### src/rtl/cmac_pkg.sv
// Shared types, operation codes and saturation helpers for the Q1.15 complex MAC.
package cmac_pkg;

   localparam int SampleWidth = 16;
   localparam int ProductWidth = 2 * SampleWidth;
   localparam int FracBits = 15;

   typedef logic signed [SampleWidth-1:0] sample_type;

   typedef enum logic [1:0] {
      OP_MUL  = 2'd0,
      OP_MAC  = 2'd1,
      OP_CMUL = 2'd2,
      OP_CMAC = 2'd3
   } operation_type;

   // Lane negation: the 16-bit two's complement negate leaves -32768 as -32768.
   function automatic sample_type lane_neg(input sample_type x);
      lane_neg = sample_type'(-x);
   endfunction

   // Clamp a 17-bit signed value to the int16 range.
   function automatic sample_type sat17(input logic signed [SampleWidth:0] v);
      if (v[SampleWidth] != v[SampleWidth-1]) begin
         sat17 = v[SampleWidth] ? sample_type'({1'b1, {(SampleWidth-1){1'b0}}})
                                : sample_type'({1'b0, {(SampleWidth-1){1'b1}}});
      end else begin
         sat17 = v[SampleWidth-1:0];
      end
   endfunction

endpackage

### src/rtl/q15_complex_multiply_accumulate.sv
// Top level of the Q1.15 complex multiply / multiply-accumulate stream block.
// Takes one request per clock unless stalled: factors a and b, a prior sample and an
// operation (multiply, multiply-accumulate, conjugate multiply b*conj(a), conjugate
// multiply-accumulate). Each request passes an input register, one pass of four
// 16x16 multipliers with a wrapped 32-bit sum, a >>15 shift and int16 saturation
// (plus a saturating add of the prior sample in accumulate modes), and a result
// register. rsp_tvalid rises once the request has moved from the input register to the
// result register, which happens when that register is empty or being taken; a new
// request is accepted every clock unless both registers are full. Up to two requests
// are held while rsp_tready is low. No configuration and no state beyond the
// pipeline; tlast rides along unchanged.
module q15_complex_multiply_accumulate
   import cmac_pkg::*;
(
   input  logic        clock,
   input  logic        reset,
   input  logic        req_tvalid,
   output logic        req_tready,
   // a_re[15:0], a_im[31:16], b_re[47:32], b_im[63:48], prior_re[79:64], prior_im[95:80]
   input  logic [95:0] req_tdata,
   // operation[1:0]
   input  logic [1:0]  req_tuser,
   input  logic        req_tlast,
   output logic        rsp_tvalid,
   input  logic        rsp_tready,
   // res_re[15:0], res_im[31:16]
   output logic [31:0] rsp_tdata,
   output logic        rsp_tlast
);

   // Input stage
   logic          in_valid_ff, in_valid_in;
   operation_type op_ff;
   sample_type    a_re_ff, a_im_ff, b_re_ff, b_im_ff, prior_re_ff, prior_im_ff;
   logic          last_ff;

   // Result stage
   logic          out_valid_ff, out_valid_in;
   sample_type    res_re_ff, res_im_ff;
   logic          out_last_ff;

   logic          out_ready;
   logic          req_take;
   logic          in_move;

   logic          conj;
   logic          accumulate;
   sample_type    re_x1, im_y1;
   sample_type    res_re, res_im;

   // Advance the result register when it is empty or being taken.
   assign out_ready  = !out_valid_ff || rsp_tready;
   assign req_tready = !in_valid_ff || out_ready;
   assign req_take   = req_tvalid && req_tready;
   assign in_move    = in_valid_ff && out_ready;

   always_comb begin
      in_valid_in = req_take ? 1'b1 : (in_move ? 1'b0 : in_valid_ff);
      out_valid_in = out_ready ? in_valid_ff : out_valid_ff;
   end

   always_ff @(posedge clock) begin
      if (reset) begin
         in_valid_ff  <= 1'b0;
         out_valid_ff <= 1'b0;
      end else begin
         in_valid_ff  <= in_valid_in;
         out_valid_ff <= out_valid_in;
      end
   end

   // Capture the request payload.
   always_ff @(posedge clock) begin
      if (req_take) begin
         op_ff       <= operation_type'(req_tuser);
         a_re_ff     <= req_tdata[15:0];
         a_im_ff     <= req_tdata[31:16];
         b_re_ff     <= req_tdata[47:32];
         b_im_ff     <= req_tdata[63:48];
         prior_re_ff <= req_tdata[79:64];
         prior_im_ff <= req_tdata[95:80];
         last_ff     <= req_tlast;
      end
   end

   // Decode the operation.
   always_comb begin
      unique case (op_ff) inside
         OP_CMUL, OP_CMAC: conj = 1'b1;
         default:          conj = 1'b0;
      endcase
      unique case (op_ff) inside
         OP_MAC, OP_CMAC: accumulate = 1'b1;
         default:         accumulate = 1'b0;
      endcase
   end

   // multiply:  re = ar*br + neg(ai)*bi, im = ar*bi + ai*br
   // conjugate: re = ar*br + ai*bi,      im = ar*bi + ai*neg(br)
   assign re_x1 = conj ? a_im_ff : lane_neg(a_im_ff);
   assign im_y1 = conj ? lane_neg(b_re_ff) : b_re_ff;

   cmac_lane u_lane_re (
      .x0         (a_re_ff),
      .y0         (b_re_ff),
      .x1         (re_x1),
      .y1         (b_im_ff),
      .prior      (prior_re_ff),
      .accumulate (accumulate),
      .result     (res_re)
   );

   cmac_lane u_lane_im (
      .x0         (a_re_ff),
      .y0         (b_im_ff),
      .x1         (a_im_ff),
      .y1         (im_y1),
      .prior      (prior_im_ff),
      .accumulate (accumulate),
      .result     (res_im)
   );

   // Hold the result while the consumer stalls.
   always_ff @(posedge clock) begin
      if (in_move) begin
         res_re_ff   <= res_re;
         res_im_ff   <= res_im;
         out_last_ff <= last_ff;
      end
   end

   assign rsp_tvalid = out_valid_ff;
   assign rsp_tdata  = {res_im_ff, res_re_ff};
   assign rsp_tlast  = out_last_ff;

`ifndef ASSERT_OFF
   // Input is refused only when both stages are full.
   a_ready_full: assert property (@(posedge clock) disable iff (reset)
      !req_tready |-> (in_valid_ff && out_valid_ff))
      else $error("req_tready low with a free stage");

   // An item in the input stage moves to the result stage, never vanishes.
   a_no_drop: assert property (@(posedge clock) disable iff (reset)
      (in_valid_ff && out_ready) |=> out_valid_ff)
      else $error("request lost between stages");

   // A stalled result keeps the input stage item in place.
   a_hold_in: assert property (@(posedge clock) disable iff (reset)
      (in_valid_ff && out_valid_ff && !rsp_tready) |=> in_valid_ff)
      else $error("input stage dropped while result stalled");
`endif

endmodule

### src/rtl/cmac_lane.sv
// One part of the complex product: two products, wrapped sum, shift, saturate, accumulate.
module cmac_lane
   import cmac_pkg::*;
(
   input  sample_type x0,
   input  sample_type y0,
   input  sample_type x1,
   input  sample_type y1,
   input  sample_type prior,
   input  logic       accumulate,
   output sample_type result
);

   logic signed [ProductWidth-1:0] prod0;
   logic signed [ProductWidth-1:0] prod1;
   logic signed [ProductWidth-1:0] sum_wrap;
   logic signed [SampleWidth:0]    shifted;
   sample_type                     prod_sat;
   logic signed [SampleWidth:0]    acc_sum;

   assign prod0 = ProductWidth'(x0) * ProductWidth'(y0);
   assign prod1 = ProductWidth'(x1) * ProductWidth'(y1);
   // 32-bit sum wraps only when both products are +2^30
   assign sum_wrap = prod0 + prod1;
   assign shifted = sum_wrap[ProductWidth-1:FracBits];
   assign prod_sat = sat17(shifted);
   assign acc_sum = {prod_sat[SampleWidth-1], prod_sat} + {prior[SampleWidth-1], prior};
   assign result = accumulate ? sat17(acc_sum) : prod_sat;

endmodule
### config.mk
export PLATFORM = sky130hd
export DESIGN_NAME = q15_complex_multiply_accumulate
export DESIGN_NICKNAME = d
export VERILOG_FILES = /design/src/rtl/cmac_pkg.sv /design/src/rtl/q15_complex_multiply_accumulate.sv /design/src/rtl/cmac_lane.sv
export SDC_FILE = /design/constraint.sdc
export NUM_CORES = 2
export LEC_CHECK = 0
export ABC_AREA = 1
export BUFFER_PORTS_ARGS = -buffer_cell sky130_fd_sc_hd__buf_2
export CORE_AREA = 2 2 310 312
export DETAILED_ROUTE_END_ITERATION = 8
export DIE_AREA = 0 0 312 314
export GPL_ROUTABILITY_DRIVEN = 0
export PLACE_DENSITY_LB_ADDON = 0.15
export SYNTH_ARGS = -nofsm -noshare
export SYNTH_HDL_FRONTEND = slang
export SYNTH_SLANG_ARGS = --single-unit
### constraint.sdc
create_clock -name clock -period 20.5 [get_ports clock]
set_clock_uncertainty 0.2 [all_clocks]
set_input_delay 4.1 -clock clock [delete_from_list [all_inputs] [get_ports clock]]
set_output_delay 4.1 -clock clock [all_outputs]
set_load 0.01 [all_outputs]
==> qor.csv <==
metric;value;unit
Unique masters post-synth;50;
Num CTS Buffers;17;
syn avg cell area;8.50;µm²
Post-Synth Adder-Cell Area;0.573;
port bufs;137;
Worst Hold Class;register to register;
Vias/cell;5.17;
Synth Net Count;7100;
FF-to-FF Start;b_re_ff[0];
CP dominant cell by count;nand2_1;
fin nets;7137;
Die X-Extent;312;µm
final non-filler cell total;6845;
Tcrit/Tclk final;0.647;
largest family of logic cells by synthesized area;adder cells;
1st-pass router iterations;6;
io pins;138;
clock root buffer;clkbuf_16;
gr ovfl total;0;
# Max-Cap Violations;0;
CTS max path bufs;2;
Post-synth EDFFs;132;
largest net degree at the start of global routing;66;
layout cells sized above 1;0.0502;
Hold Path Sink;rsp_tlast;
Register Area;0.00400;mm²
ys flop type;edfxtp_1;
CTS resizes;0;
worst-path maximum fanout;32;
worst hold start;last_ff;
Synth Area in Compound Gates;0.0268;
most common cell after layout, fill and taps aside;inv_1;
GRT Total Usage;0.295;
type of origin of the critical path;register;
Final Hold Fails;0;
Syn Std Cell Area;0.0470;mm²
cts hold-fix bufs;0;
crit path time final;13260;ps
vias in the first global route;37085;
r2r setup slk;7240;ps
Die Ht;314;µm
remaining antenna violation count;0;
critical path class;register to register;
area grow syn2layout;5.65;%
WP data required;20570;ps
Hold Crit Depth;0;
post-synthesis mux area share;0;
maximum clock frequency;75.4;MHz
Clock Pin Slew Worst Setup and Hold Paths;90;ps
Avg WL per Cell;20.0;µm
flops & latches, synth;134;
hpwl dp;110;mm
Reg2Reg Depth;56;
footprint of the multi-input gates;0.0361;mm²
initial antenna violation count;1;
Syn. warnings;0;
Worst path slowest cell;xor2_1;
CTS tree;built;
Worst-Margin Slew;1400;ps
Post-synth ARST share;0;
ant diodes;0;
Final Setup Violations;0;
Inst Count DP;6814;
Synth Area in XOR/XNOR;0.0167;
RSZ-0062 raised after global routing;no;
Syn Inst Count;5531;
core area;0.0944;mm²
largest stage delay on the critical path;1090;ps
outcome;complete, no violations;
Post-CTS Setup Bufs;0;
minimum hold slack;231;ps
Initial Utilization;0.498;
simple-gate share of the synthesized area;0.151;
die area;0.0980;mm²
global-route wire length before repair;217;mm
Pins Over Slew Limit;0;
CTS Sinks;134;
DR vias;35384;
DRC violations left;0;
sequential cell area fraction in the yosys report;0.0852;
highest-count cells in the layout ignoring fill and taps;inv_1 (1610), nand2_1 (1263), fa_1 (1145);
FP Rows;113;
slew margin rel.;0.0624;
H-tree lvl count;4;
initial drt markers;2986;
fill cell count;9075;
Worst-Skew Late Latency;520;ps
WP data arrival;13330;ps
Worst R2R End;res_im_ff[10];
final WL;137;mm
TNS Setup;0;ps
Setup crit end kind;register;
cell usage after synthesis (2+ instances only):
library cell  count  area share
o21a_1            4     0.00064
buf_1            16      0.0013
or2_2             7     0.00093
nand3_2           4     0.00085
o21ai_1           3     0.00032
nand4_1          10      0.0013
xor2_1           58       0.011
edfxtp_1        132       0.084
buf_2            18      0.0019
nand3_1         111       0.012
nand3b_1         11      0.0018
a31oi_1           7     0.00093
nor2_1          339       0.027
fa_1           1145        0.49
nor4_1            9      0.0012
a21oi_2           3     0.00056
o211ai_1          3     0.00048
ha_1            321       0.085
xnor2_1          30      0.0056
clkinv_1          8     0.00064
o21bai_1          8      0.0013
nor3_1           26      0.0028
nand2_2           4     0.00053
buf_4             6     0.00096
a21o_1            8      0.0013
inv_2            10     0.00080
o31ai_1           5     0.00080
dfxtp_1           2     0.00085
o21ai_0          58      0.0062
clkbuf_1        147       0.012
buf_6             4     0.00096
a21boi_0          2     0.00032
nand2_1        1263        0.10
inv_1          1611        0.13
o2111ai_1         2     0.00037
a21oi_1         121       0.013
and3_1            2     0.00027
how the worst max path moves through the flow:
stage / startpoint / end / slack [ps] / cells after the start
final: b_re_ff[0] / res_im_ff[10] / 7240 / 56
after CTS: b_re_ff[0] / res_im_ff[6] / 7280 / 55
after detailed placement: b_re_ff[0] / res_im_ff[13] / 7370 / 55
after global placement: b_re_ff[0] / res_im_ff[11] / 7430 / 55
after floorplan: a_im_ff[0] / res_re_ff[6] / 10140 / 53
after global routing: b_re_ff[0] / res_im_ff[5] / 6310 / 55
state kept, by name, summed over array words and instances (netlist names), 2 cells and up:
signal       flops
prior_im_ff     16
a_re_ff         16
b_re_ff         16
prior_re_ff     16
res_im_ff       16
a_im_ff         16
b_im_ff         16
res_re_ff       16
op_ff            2
final cells by class:
| type | instances | area share |
|---|---|---|
| multi-input cells | 3577 | 0.727 |
| inverters | 1629 | 0.123 |
| well taps | 1265 | 0.0319 |
| clock inverters | 13 | 0.00348 |
| flip-flops and latches | 134 | 0.0806 |
| clock buffers | 18 | 0.00864 |
| repair buffers | 209 | 0.0247 |
worst max-delay path, delay by kind of cell, from the launching register on:
| family | cells | cell delay [ps] |
|---|---|---|
| fa+ha+maj | 12 | 5060 |
| simple gates | 25 | 3920 |
| buf+inv | 15 | 1740 |
| xor+xnor | 1 | 1090 |
| compound gates | 3 | 540 |
| flops | 1 | 380 |
through the flow:
step	utilization	cell area (µm²)	worst slack (ps)
6_report	0.526	49700	7240
5_1_grt	0.526	49700	6310
4_1_cts	0.526	49700	7280
3_5_place_dp	0.519	49100	7370
3_3_place_gp	0.519	49100	7430
2_1_floorplan	-	47000	10140
layer usage:
metal,track usage,vias up,wire length (µm),part of all wire
li1,-,15801,-,-
met1,0.412,17816,56700,0.41
met2,0.469,1550,63500,0.46
met3,0.0487,213,11800,0.087
met4,0.104,4,4710,0.034
met5,0.00774,-,115,0.00084
cells by family (layout without fill, tap and decap cells):
group / after synthesis / after routing
xor+xnor: 89 / 89
buf+inv: 1820 / 1869
simple gates: 1794 / 1794
compound gates: 228 / 228
flops: 134 / 134
fa+ha+maj: 1466 / 1466
Power is left out: the tool's default activity adds up to more than one toggle a clock period on the data nets, which glitch-free logic cannot reach.
